<file path="src/hdl/ptd_pkg.sv">
// ----------------------------------------------------------------------------
// ptd_pkg: shared types and constants for the TLP stream deframer
// Holds the item record that passes from the front part to the back part,
// the kind and phase codes, and the fixed limits of the packet format.
// ----------------------------------------------------------------------------
package ptd_pkg;

   // Fixed field widths of the stream.
   localparam int DWORD_W = 32;
   localparam int LEN_W   = 11;
   localparam int KIND_W  = 3;

   // Packet format limits.
   localparam logic [LEN_W-1:0] FULL_LENGTH        = 11'h400;
   localparam logic [LEN_W-1:0] MAX_PAYLOAD_DWORDS = 11'd1024;
   localparam logic [2:0]       FMT_PREFIX         = 3'd4;
   localparam logic [2:0]       FMT_FIRST_BAD      = 3'd5;
   localparam logic [2:0]       FMT_FIRST_DATA     = 3'd2;

   // Default depth of the queue between front and back.
   localparam int QUEUE_DEPTH = 4;

   // Label carried by every result item.
   typedef enum logic [KIND_W-1:0] {
      KIND_PREFIX    = 3'd0,
      KIND_HEADER    = 3'd1,
      KIND_PAYLOAD   = 3'd2,
      KIND_DIGEST    = 3'd3,
      KIND_MALFORMED = 3'd4
   } kind_type;

   // Section of the packet that the next dword belongs to.
   typedef enum logic [1:0] {
      PHASE_LEAD    = 2'd0,
      PHASE_HEADER  = 2'd1,
      PHASE_PAYLOAD = 2'd2,
      PHASE_DIGEST  = 2'd3
   } phase_type;

   // One classified item on its way to the back part.
   typedef struct packed {
      kind_type             kind;
      logic [DWORD_W-1:0]   dword;
      logic [LEN_W-1:0]     len;
      logic                 eop;
   } item_type;

   // Status of the queue, seen by both neighbours.
   typedef struct packed {
      logic full;
      logic empty;
   } q_status_type;

   // Reverse the byte order of a dword.
   function automatic logic [DWORD_W-1:0] swap32(input logic [DWORD_W-1:0] v);
      return {v[7:0], v[15:8], v[23:16], v[31:24]};
   endfunction

endpackage

</file>
<file path="src/hdl/pcie_tlp_stream_deframer.sv">
// ----------------------------------------------------------------------------
// pcie_tlp_stream_deframer: TLP dword stream deframer
// Splits a stream of raw TLP dwords into packets and labels every dword.
//
//   channel   handshake          payload
//   req       push / full        raw_dword (32)
//   rsp       pop / empty        kind (3), out_dword (32), payload_dwords (11),
//                                end_of_packet (1)
//
// One dword is accepted per cycle while the queue is not full; each gives exactly one result.
// The edge that accepts a dword writes its result into the queue; the result
// moves on to the output register once that register is free or being
// popped, and is then offered on rsp.
// Reset is synchronous and empties the queue and the output register; the
// tracker waits for a packet leader.
// When rsp is not popped the queue fills and full rises after QUEUE_DEPTH
// items plus the one held at the output.
// ----------------------------------------------------------------------------
module pcie_tlp_stream_deframer #(
   parameter int QUEUE_DEPTH = ptd_pkg::QUEUE_DEPTH
) (
   input  logic                          clock,
   input  logic                          reset,
   input  logic                          req_push,
   output logic                          req_full,
   input  logic [ptd_pkg::DWORD_W-1:0]   req_raw_dword,
   output logic                          rsp_empty,
   input  logic                          rsp_pop,
   output logic [ptd_pkg::KIND_W-1:0]    rsp_kind,
   output logic [ptd_pkg::DWORD_W-1:0]   rsp_out_dword,
   output logic [ptd_pkg::LEN_W-1:0]     rsp_payload_dwords,
   output logic                          rsp_end_of_packet
);

   logic                    accept;
   logic                    q_pop;
   ptd_pkg::item_type       front_item;
   ptd_pkg::item_type       head_item;
   ptd_pkg::item_type       out_item;
   ptd_pkg::q_status_type   q_status;

   assign accept   = req_push && !q_status.full;
   assign req_full = q_status.full;

   // Front part: packet tracking and labelling.
   ptd_front u_front (
      .clock     (clock),
      .reset     (reset),
      .accept    (accept),
      .raw_dword (req_raw_dword),
      .item      (front_item)
   );

   // Decoupling queue.
   ptd_queue #(
      .DEPTH (QUEUE_DEPTH)
   ) u_queue (
      .clock     (clock),
      .reset     (reset),
      .push      (accept),
      .push_item (front_item),
      .pop       (q_pop),
      .head_item (head_item),
      .status    (q_status)
   );

   // Back part: byte order and result register.
   ptd_back u_back (
      .clock     (clock),
      .reset     (reset),
      .head_item (head_item),
      .q_status  (q_status),
      .q_pop     (q_pop),
      .out_pop   (rsp_pop),
      .out_empty (rsp_empty),
      .out_item  (out_item)
   );

   assign rsp_kind           = out_item.kind;
   assign rsp_out_dword      = out_item.dword;
   assign rsp_payload_dwords = out_item.len;
   assign rsp_end_of_packet  = out_item.eop;

   // The queue can never report full and empty at once.
   a_queue_status: assert property (@(posedge clock) disable iff (reset)
      !(q_status.full && q_status.empty))
      else $error("queue reports full and empty together");

   // After reset no result is on offer.
   a_reset_empty: assert property (@(posedge clock)
      $past(reset) |-> rsp_empty)
      else $error("result offered straight after reset");

   // A malformed leader or a digest always closes its packet.
   a_closing_kinds: assert property (@(posedge clock) disable iff (reset)
      (!rsp_empty && (out_item.kind == ptd_pkg::KIND_MALFORMED ||
                      out_item.kind == ptd_pkg::KIND_DIGEST)) |-> rsp_end_of_packet)
      else $error("malformed or digest item without end of packet");

   // A prefix carries no length and does not end a packet.
   a_prefix_fields: assert property (@(posedge clock) disable iff (reset)
      (!rsp_empty && out_item.kind == ptd_pkg::KIND_PREFIX) |->
         (rsp_payload_dwords == '0 && !rsp_end_of_packet))
      else $error("prefix item with length or end of packet");

endmodule

</file>
<file path="src/hdl/ptd_front.sv">
// ----------------------------------------------------------------------------
// ptd_front: packet tracker and classifier
// Accepts raw dwords, follows the packet structure with small counters and
// labels each dword with its kind, the packet payload length and end of packet.
// ----------------------------------------------------------------------------
module ptd_front (
   input  logic                         clock,
   input  logic                         reset,
   input  logic                         accept,
   input  logic [ptd_pkg::DWORD_W-1:0]  raw_dword,
   output ptd_pkg::item_type            item
);

   ptd_pkg::phase_type          phase_ff, phase_in;
   logic [1:0]                  header_left_ff, header_left_in;
   logic [ptd_pkg::LEN_W-1:0]   payload_left_ff, payload_left_in;
   logic                        digest_pending_ff, digest_pending_in;
   logic [ptd_pkg::LEN_W-1:0]   packet_len_ff, packet_len_in;

   logic [2:0]                  fmt;
   logic                        td;
   logic [9:0]                  len_field;
   logic [ptd_pkg::LEN_W-1:0]   len_decoded;
   logic                        bad_leader;

   // Leader fields, decoded in wire order.
   assign fmt         = raw_dword[7:5];
   assign td          = raw_dword[23];
   assign len_field   = {raw_dword[17:16], raw_dword[31:24]};
   assign len_decoded = (len_field == 10'd0) ? ptd_pkg::FULL_LENGTH
                                             : {1'b0, len_field};
   assign bad_leader  = (fmt >= ptd_pkg::FMT_FIRST_BAD) ||
                        ((fmt >= ptd_pkg::FMT_FIRST_DATA) &&
                         (len_decoded > ptd_pkg::MAX_PAYLOAD_DWORDS));

   // State registers, advanced only when an item is accepted.
   always_ff @(posedge clock) begin
      if (reset) begin
         phase_ff          <= ptd_pkg::PHASE_LEAD;
         header_left_ff    <= '0;
         payload_left_ff   <= '0;
         digest_pending_ff <= 1'b0;
         packet_len_ff     <= '0;
      end else if (accept) begin
         phase_ff          <= phase_in;
         header_left_ff    <= header_left_in;
         payload_left_ff   <= payload_left_in;
         digest_pending_ff <= digest_pending_in;
         packet_len_ff     <= packet_len_in;
      end
   end

   // Next state and the label of the current dword.
   always_comb begin
      phase_in          = phase_ff;
      header_left_in    = header_left_ff;
      payload_left_in   = payload_left_ff;
      digest_pending_in = digest_pending_ff;
      packet_len_in     = packet_len_ff;
      item.kind         = ptd_pkg::KIND_HEADER;
      item.dword        = raw_dword;
      item.eop          = 1'b0;

      case (phase_ff)
         ptd_pkg::PHASE_LEAD: begin
            if (fmt == ptd_pkg::FMT_PREFIX) begin
               item.kind     = ptd_pkg::KIND_PREFIX;
               packet_len_in = '0;
            end else if (bad_leader) begin
               item.kind         = ptd_pkg::KIND_MALFORMED;
               packet_len_in     = '0;
               header_left_in    = '0;
               payload_left_in   = '0;
               digest_pending_in = 1'b0;
               item.eop          = 1'b1;
            end else begin
               item.kind         = ptd_pkg::KIND_HEADER;
               header_left_in    = fmt[0] ? 2'd3 : 2'd2;
               payload_left_in   = (fmt >= ptd_pkg::FMT_FIRST_DATA) ? len_decoded : '0;
               packet_len_in     = (fmt >= ptd_pkg::FMT_FIRST_DATA) ? len_decoded : '0;
               digest_pending_in = td;
               phase_in          = ptd_pkg::PHASE_HEADER;
            end
         end
         ptd_pkg::PHASE_HEADER: begin
            item.kind = ptd_pkg::KIND_HEADER;
            if (header_left_ff > 2'd1) begin
               header_left_in = header_left_ff - 2'd1;
            end else begin
               header_left_in = '0;
               if (payload_left_ff != '0) begin
                  phase_in = ptd_pkg::PHASE_PAYLOAD;
               end else if (digest_pending_ff) begin
                  phase_in = ptd_pkg::PHASE_DIGEST;
               end else begin
                  phase_in = ptd_pkg::PHASE_LEAD;
                  item.eop = 1'b1;
               end
            end
         end
         ptd_pkg::PHASE_PAYLOAD: begin
            item.kind = ptd_pkg::KIND_PAYLOAD;
            if (payload_left_ff > 11'd1) begin
               payload_left_in = payload_left_ff - 11'd1;
            end else begin
               payload_left_in = '0;
               if (digest_pending_ff) begin
                  phase_in = ptd_pkg::PHASE_DIGEST;
               end else begin
                  phase_in = ptd_pkg::PHASE_LEAD;
                  item.eop = 1'b1;
               end
            end
         end
         default: begin
            item.kind         = ptd_pkg::KIND_DIGEST;
            digest_pending_in = 1'b0;
            phase_in          = ptd_pkg::PHASE_LEAD;
            item.eop          = 1'b1;
         end
      endcase

      // The reported length is the one left by this dword.
      item.len = packet_len_in;
   end

endmodule

</file>
<file path="src/hdl/ptd_queue.sv">
// ----------------------------------------------------------------------------
// ptd_queue: short item queue between front and back
// A small circular buffer of classified items, so that each side can stall
// without holding up the other.
// ----------------------------------------------------------------------------
module ptd_queue #(
   parameter int DEPTH = ptd_pkg::QUEUE_DEPTH
) (
   input  logic                    clock,
   input  logic                    reset,
   input  logic                    push,
   input  ptd_pkg::item_type       push_item,
   input  logic                    pop,
   output ptd_pkg::item_type       head_item,
   output ptd_pkg::q_status_type   status
);

   localparam int PTR_W = (DEPTH > 1) ? $clog2(DEPTH) : 1;
   localparam int CNT_W = $clog2(DEPTH + 1);
   localparam logic [PTR_W-1:0] LAST_PTR = PTR_W'(DEPTH - 1);
   localparam logic [CNT_W-1:0] FULL_CNT = CNT_W'(DEPTH);

   ptd_pkg::item_type   entries_ff [DEPTH];
   logic [PTR_W-1:0]    wr_ptr_ff, wr_ptr_in;
   logic [PTR_W-1:0]    rd_ptr_ff, rd_ptr_in;
   logic [CNT_W-1:0]    count_ff, count_in;

   // Pointer and fill count updates.
   always_comb begin
      wr_ptr_in = wr_ptr_ff;
      rd_ptr_in = rd_ptr_ff;
      count_in  = count_ff;
      if (push) begin
         wr_ptr_in = (wr_ptr_ff == LAST_PTR) ? '0 : wr_ptr_ff + 1'b1;
      end
      if (pop) begin
         rd_ptr_in = (rd_ptr_ff == LAST_PTR) ? '0 : rd_ptr_ff + 1'b1;
      end
      if (push && !pop) begin
         count_in = count_ff + 1'b1;
      end else if (pop && !push) begin
         count_in = count_ff - 1'b1;
      end
   end

   always_ff @(posedge clock) begin
      if (reset) begin
         wr_ptr_ff <= '0;
         rd_ptr_ff <= '0;
         count_ff  <= '0;
      end else begin
         wr_ptr_ff <= wr_ptr_in;
         rd_ptr_ff <= rd_ptr_in;
         count_ff  <= count_in;
      end
   end

   // Storage needs no reset; the count guards it.
   always_ff @(posedge clock) begin
      if (push) begin
         entries_ff[wr_ptr_ff] <= push_item;
      end
   end

   assign head_item    = entries_ff[rd_ptr_ff];
   assign status.full  = (count_ff == FULL_CNT);
   assign status.empty = (count_ff == '0);

endmodule

</file>
<file path="src/hdl/ptd_back.sv">
// ----------------------------------------------------------------------------
// ptd_back: result stage
// Takes items from the queue, puts header dwords into host byte order and
// holds the oldest result in an output register until it is popped.
// ----------------------------------------------------------------------------
module ptd_back (
   input  logic                          clock,
   input  logic                          reset,
   input  ptd_pkg::item_type             head_item,
   input  ptd_pkg::q_status_type         q_status,
   output logic                          q_pop,
   input  logic                          out_pop,
   output logic                          out_empty,
   output ptd_pkg::item_type             out_item
);

   logic                 out_valid_ff, out_valid_in;
   ptd_pkg::item_type    out_item_ff, out_item_in;
   logic                 load;

   // Refill the output register when it is free or being emptied.
   assign load = !q_status.empty && (!out_valid_ff || out_pop);

   always_comb begin
      out_valid_in = out_valid_ff;
      out_item_in  = out_item_ff;
      if (load) begin
         out_valid_in = 1'b1;
         out_item_in  = head_item;
         if (head_item.kind == ptd_pkg::KIND_HEADER) begin
            out_item_in.dword = ptd_pkg::swap32(head_item.dword);
         end
      end else if (out_pop) begin
         out_valid_in = 1'b0;
      end
   end

   always_ff @(posedge clock) begin
      if (reset) begin
         out_valid_ff <= 1'b0;
      end else begin
         out_valid_ff <= out_valid_in;
      end
   end

   always_ff @(posedge clock) begin
      out_item_ff <= out_item_in;
   end

   assign q_pop     = load;
   assign out_empty = !out_valid_ff;
   assign out_item  = out_item_ff;

endmodule
</file>
<file path="config.mk">
export PLATFORM = sky130hd
export DESIGN_NAME = pcie_tlp_stream_deframer
export DESIGN_NICKNAME = d
export VERILOG_FILES = /design/src/hdl/ptd_pkg.sv /design/src/hdl/pcie_tlp_stream_deframer.sv /design/src/hdl/ptd_front.sv /design/src/hdl/ptd_queue.sv /design/src/hdl/ptd_back.sv
export SDC_FILE = /design/constraint.sdc
export NUM_CORES = 1
export LEC_CHECK = 0
export BUFFER_PORTS_ARGS = -buffer_cell sky130_fd_sc_hd__buf_2
export CAP_MARGIN = 10
export CORE_UTILIZATION = 31
export CTS_CLUSTER_DIAMETER = 60
export CTS_CLUSTER_SIZE = 30
export DETAILED_ROUTE_END_ITERATION = 6
export PLACE_DENSITY = 0.52
export SLEW_MARGIN = 20
export SYNTH_ARGS = -nofsm -noshare
export SYNTH_HDL_FRONTEND = slang
export SYNTH_SLANG_ARGS = --single-unit
</file>
<file path="constraint.sdc">
create_clock -name clock -period 8.7 [get_ports clock]
set_input_delay 1.74 -clock clock [delete_from_list [all_inputs] [get_ports clock]]
set_output_delay 1.74 -clock clock [all_outputs]
set_load 0.02 [all_outputs]
</file>
**After elaboration in Yosys (flattened, before gate mapping)**

Memories as Yosys holds them, arrays and structs flattened. A register that Yosys moved wholly into a read port is not among the register bits.
Cells that the tools add are included.

- Memories kept: 1
- Output and inout port bits: 49
- Bits in writable memories: 188
- Word-level logic and storage cells: 106
- Input bits: 36
- Flip-flop bits (word level): 82

- Equality and inequality tests: 11
- $lt $le $gt $ge: 5
- Reductions and logical operators: 25
- Add/sub/neg operators: 6
- Multiplexer cells: 44
- Bitwise operators: 1

Memories:

| name | depth | width | read ports | clocked after Yosys merged registers in | write ports | RTL line | source |
|---|---|---|---|---|---|---|---|
| u_queue.entries_ff | 4 | 47 | 1 | 1 | 1 | ptd_queue.sv:23 | `ptd_pkg::item_type entries_ff [DEPTH];` |

Operators with widths:

| kind | count |
|---|---|
| two-way mux 11 bit | 7 |
| two-way mux 32 bit | 1 |
| two-way mux 2 bit | 13 |
| case mux 11 bit (2 select lines) | 1 |
| two-way mux 1 bit | 13 |
| two-way mux 3 bit | 4 |
| > comparator 11 x 1 -> 1 bit (second input constant) | 1 |
| > comparator 11 bit (second input constant) | 1 |
| nonzero test 11 bit | 1 |
| subtractor 11 x 1 -> 11 bit (second input constant) | 1 |
| zero test 10 bit | 1 |
| case mux 3 bit (3 select lines) | 1 |
| AND reduction 3 bit | 3 |
| != test 2 bit (second input constant) | 4 |
| nonzero test 2 bit | 4 |
| equality test 2 bit (second input constant) | 3 |
| equality test 3 bit (second input constant) | 2 |
| case mux 2 bit (3 select lines) | 1 |
| logical AND 1 bit | 5 |
| zero test 1 bit | 5 |
| AND reduction 5 bit | 1 |
| adder 2 x 1 -> 2 bit (second input constant) | 2 |
| case mux 2 bit (2 select lines) | 1 |
| adder 3 x 1 -> 3 bit (second input constant) | 1 |
| 14 further kinds | 15 |

**Logic depth before layout (Yosys ltp)**

- Word-level depth: 8
- Depth in mapped cells: 11
- Gate-level depth less buffers: 9

**Hierarchy**

Synthesis repeated with hierarchy kept, for this count alone.

- Cell total of the unflattened synthesis: 636
- Area, all modules: 11263.3 um^2

Modules (own cells, without submodules):

| module | sequential area each (um^2) | area an instance (um^2) | instances | cells an instance |
|---|---|---|---|---|
| ptd_queue | 5825.6 | 7247.0 | 1 | 289 |
| ptd_front | 540.5 | 2137.0 | 1 | 258 |
| ptd_back | 1431.4 | 1865.5 | 1 | 88 |
| pcie_tlp_stream_deframer | 0.0 | 13.8 | 1 | 1 |

**Worst setup path before layout**

Ideal clock, no wire load.

- Path kind: input -> register
- Start: input rsp_pop
- End: register u_queue.count_ff[2]
- Required time: 8.629 ns
- Path buffers: 0
- Cell stages on the path: 9
- Setup time: 0.071 ns
- Slack: 3.169 ns
- Arrival time: 5.461 ns
- Path through: inv_1 a21oi_1 inv_1 ha_1 inv_1 fa_1 xor2_1 or3_1 a21oi_1

- Cells in the longest elaborated chain, start to end: 5
- Elaborated cells on any way between the ends: 7
- Those cells by class: mux: 1; reduce/logical: 6

Ends and longest elaborated chain:

| element | RTL line | source |
|---|---|---|
| from (decl) | pcie_tlp_stream_deframer.sv:28 | `input logic rsp_pop,` |
| logical OR 1 bit * | ptd_back.sv:22 | `assign load = !q_status.empty && (!out_valid_ff \|\| out_pop);` |
| logical AND 1 bit * | ptd_back.sv:22 |  |
| net q_pop | pcie_tlp_stream_deframer.sv:36 | `logic q_pop;` |
| zero test 1 bit | ptd_queue.sv:39 | `if (push && !pop) begin` |
| logical AND 1 bit | ptd_queue.sv:39 |  |
| two-way mux 3 bit / nonzero test 2 bit (equally long branches) | -- |  |
| to (signal assigned) | ptd_queue.sv:54 | `count_ff <= count_in;` |
| to (decl) | ptd_queue.sv:26 | `logic [CNT_W-1:0] count_ff, count_in;` |

The timed path passes the listed nets; every way through them passes the cells marked *.
A chain may end at the register's enable or synchronous reset.

**Final worst setup path**

- Start: input req_push
- End: register u_queue.count_ff[2]

- Cells in the longest elaborated chain, start to end: 4
- Elaborated cells on any way between the ends: 6
- Those cells by class: mux: 1; reduce/logical: 5

Ends and longest elaborated chain:

| element | RTL line | source |
|---|---|---|
| from (decl) | pcie_tlp_stream_deframer.sv:24 | `input logic req_push,` |
| logical AND 1 bit * | pcie_tlp_stream_deframer.sv:42 | `assign accept = req_push && !q_status.full;` |
| net accept | pcie_tlp_stream_deframer.sv:35 | `logic accept;` |
| zero test 1 bit | ptd_queue.sv:41 | `end else if (pop && !push) begin` |
| logical AND 1 bit | ptd_queue.sv:41 |  |
| nonzero test 2 bit (no source line) | -- |  |

Marked as above.

==> run metrics <==
status finished clean; Remaining DRCs 0; slowest stage delay, CP 0.51 ns; Fmax 278 MHz; Synth cell types 52; Clock Latency Late Sink 0.52 ns; # Max-Cap Violations 0; area of the die 0.0359 mm2; drt via density 4.89; H-tree depth 1; Worst Setup Start Kind input pin; post-route setup TNS 0 ns; placed cell count 1135; clock slew at reported path FFs 0.08 ns; ratio of cells with drive above 1 in the final layout 30.2%; antenna cells 0; FP Rows 68; final hold slack 0.481 ns; synth top area cells edfxtp_1 (65%), mux4_2 (9.7%), dfxtp_1 (6.8%), mux2_2 (2.8%), ha_1 (1.5%); CORE AREA 0.0345 mm2; Die Wd 190 um; number of global-route vias before repair 5796; routed wire length 22.2 mm; Worst Path Arrival 4.04 ns; RSZ-0062 raised after global routing false; Starting Density 31.6%; prevailing post-synth register cell edfxtp_1; DIE HEIGHT 190 um; Setup Fix Bufs, Post-CTS 0; cell family with most CP delay simple AND/OR/NAND/NOR gates; top-area cell type share of the netlist area 64.7%; critical path required time 9.15 ns; FF+latch count, synth 272; Final min period 3.60 ns; EDFF count, synth 235; Total GRT Usage 12.3%; Slew Limit Fails 0; clk buf depth 3; # resized after CTS 0; # hold bufs at CTS 0; Final ANT Viol Nets 0; critical-path cell list buf_2 > nand2_1 > inv_1 > ha_1 > inv_1 > fa_1 > xor2_1 > or3_1 > a21oi_1; CTS sink cnt 272; Final Hold Fails 0; # IOs 85; largest net degree at the start of global routing 51; register area share after synthesis 71.5%; layer with the highest usage met2; port bufs 84; slowest cell on the critical path nand2_1; Syn Area/Cell 17.5 um2; initial antenna violation count 1; CP most frequent cell inv_1; peak supply drop 0.205 mV; vias post-DR 5725; Power Dens Cells 320 mW/mm2; number of synthesis warnings 0; top-count cell post-synth edfxtp_1; pin slew with the least headroom to its limit 0.937 ns; CTS root buf clkbuf_16; DP Wirelength 13.1 mm; first-pass GRT wire length 34.0 mm; Area growth, synth to finish 15.3%; Routed wire per std cell 18.9 um; most frequent cells after synthesis edfxtp_1 (235), mux4_2 (47), dfxtp_1 (37); nets@finish 752; post-route insts no fill 1171; Setup Crit Path Kind in -> reg; Final setup viols 0; crit-path max FO 26; period utilization 41.3%; Cells after Synth 623; post-route clock skew 0.0277 ns; WP buf/inv 3; CTS tree done; Worst Setup End Kind register; routing usage on met1 16.5%; GP Congestion 0.750; cell taking the most area after synthesis edfxtp_1; met2 usage 20.6%; total power 4.03 mW; DRT iter0 DRCs 354; Leak 4.20 nW; Initial DRT Pass Iterations 4; Synth Cell Area 0.0109 mm2; Slew Limit Headroom 36.7%; GR Overflow Total 0; GRT met3 Usage 2.27%; HP Class reg -> reg; syn_nets 673; total CTS buffers 20; ys async rst share 0%
## cells in the final DEF (no fill, tap or decap), types with 3 or more instances in the layout
| master | synthesis | final |
|---|---|---|
| mux2i_1 | 6 | 6 |
| clkinv_8 | 0 | 4 |
| a31oi_1 | 4 | 4 |
| a221oi_1 | 12 | 12 |
| and3_4 | 0 | 4 |
| a21oi_1 | 17 | 16 |
| edfxtp_1 | 235 | 235 |
| or3_1 | 3 | 3 |
| mux4_2 | 47 | 47 |
| or2_2 | 3 | 3 |
| nand2_1 | 26 | 26 |
| mux2_2 | 27 | 27 |
| and3_1 | 8 | 4 |
| nand3_1 | 6 | 6 |
| a32oi_1 | 6 | 6 |
| ha_1 | 13 | 13 |
| nor3_1 | 4 | 4 |
| buf_4 | 0 | 5 |
| buf_2 | 8 | 84 |
| or4_1 | 3 | 3 |
| o21ai_0 | 16 | 16 |
| a211oi_1 | 15 | 15 |
| nand2b_1 | 3 | 3 |
| nor2_1 | 19 | 19 |
| clkbuf_16 | 0 | 21 |
| dfxtp_1 | 37 | 35 |
| o32ai_1 | 7 | 7 |
| inv_1 | 34 | 34 |
| mux2_1 | 6 | 6 |
| nor4_1 | 4 | 3 |
## where the power goes
group / leakage, nW / internal, mW / switching [mW]
clock network: 0.368 / 0.541 / 0.500
registers: 2.49 / 1.74 / 0.121
logic: 1.34 / 0.480 / 0.646
total: 4.20 / 2.76 / 1.27
## kinds of logic (layout without fill, tap and decap cells)
logic type,Yosys count,after routing,synth area share (%)
flops,272,272,71.5
simple gates,92,92,4.52
compound gates,91,91,5.87
mux,86,86,13.7
buf+inv,66,159,2.64
fa+ha+maj,14,14,1.67
xor+xnor,2,2,0.161
## worst register-to-register path, cell delays in order, from the launching register on
cell     delay [ns]
dfxtp_1        0.36
or3b_2         0.61
nand2_1        0.67
inv_1          0.20
ha_1           0.28
inv_1          0.08
fa_1           0.18
xor2_1         0.07
or3_1          0.30
a21oi_1        0.13
## path summary, 6_finish.rpt
kind / start / endpoint / slack (ns) / depth (start not counted)
min reg2reg: u_front.packet_len_ff[0]$_SDFFE_PP0P_ / u_front.packet_len_ff[0]$_SDFFE_PP0P_ / 0.48 / 2
min: u_front.packet_len_ff[0]$_SDFFE_PP0P_ / u_front.packet_len_ff[0]$_SDFFE_PP0P_ / 0.48 / 2
max reg2reg: u_queue.count_ff[0]$_SDFFE_PP0P_ / u_queue.count_ff[2]$_SDFFE_PP0P_ / 5.74 / 9
max: req_push / u_queue.count_ff[2]$_SDFFE_PP0P_ / 5.10 / 9
## routing by layer
layer  vias to the layer above  wire (um)  part of all wire, %
met2                       126      10600                   48
li1                       2646          -                    -
met3                        24        994                  4.5
met5                         -         17                0.077
met4                         2        309                  1.4
met1                      2927      10300                   46
## through the flow
step / util (%) / instance area [um2] / setup slack (ns)
final: 36.4 / 12600 / 5.10
after global routing: 36.4 / 12600 / 4.88
after CTS: 36.4 / 12600 / 5.11
after detailed placement: 34.2 / 11800 / 4.59
after global placement: 34.2 / 11800 / 4.62
after floorplan: - / 10900 / 3.17
## flip-flops by register name (all words and copies together) (netlist names), named ones only
register                   count
u_queue.wr_ptr_ff              2
u_front.packet_len_ff         11
u_back.out_valid_ff            1
u_queue.rd_ptr_ff              2
u_queue.entries_ff           188
u_front.phase_ff               2
u_back.out_item               47
u_front.digest_pending_ff      1
u_front.payload_left_ff       11
u_queue.count_ff               3
u_front.header_left_ff         2
## cell type report
type | instances | area (um2)
Inverter | 34 | 128
Timing Repair Buffer | 89 | 458
Fill cell | 3266 | 22000
Tap cell | 455 | 569
Clock buffer | 22 | 539
Multi-Input combinational cell | 285 | 2870
Clock inverter | 14 | 211
Sequential cell | 272 | 7800
(Power assumes the default switching activity.)
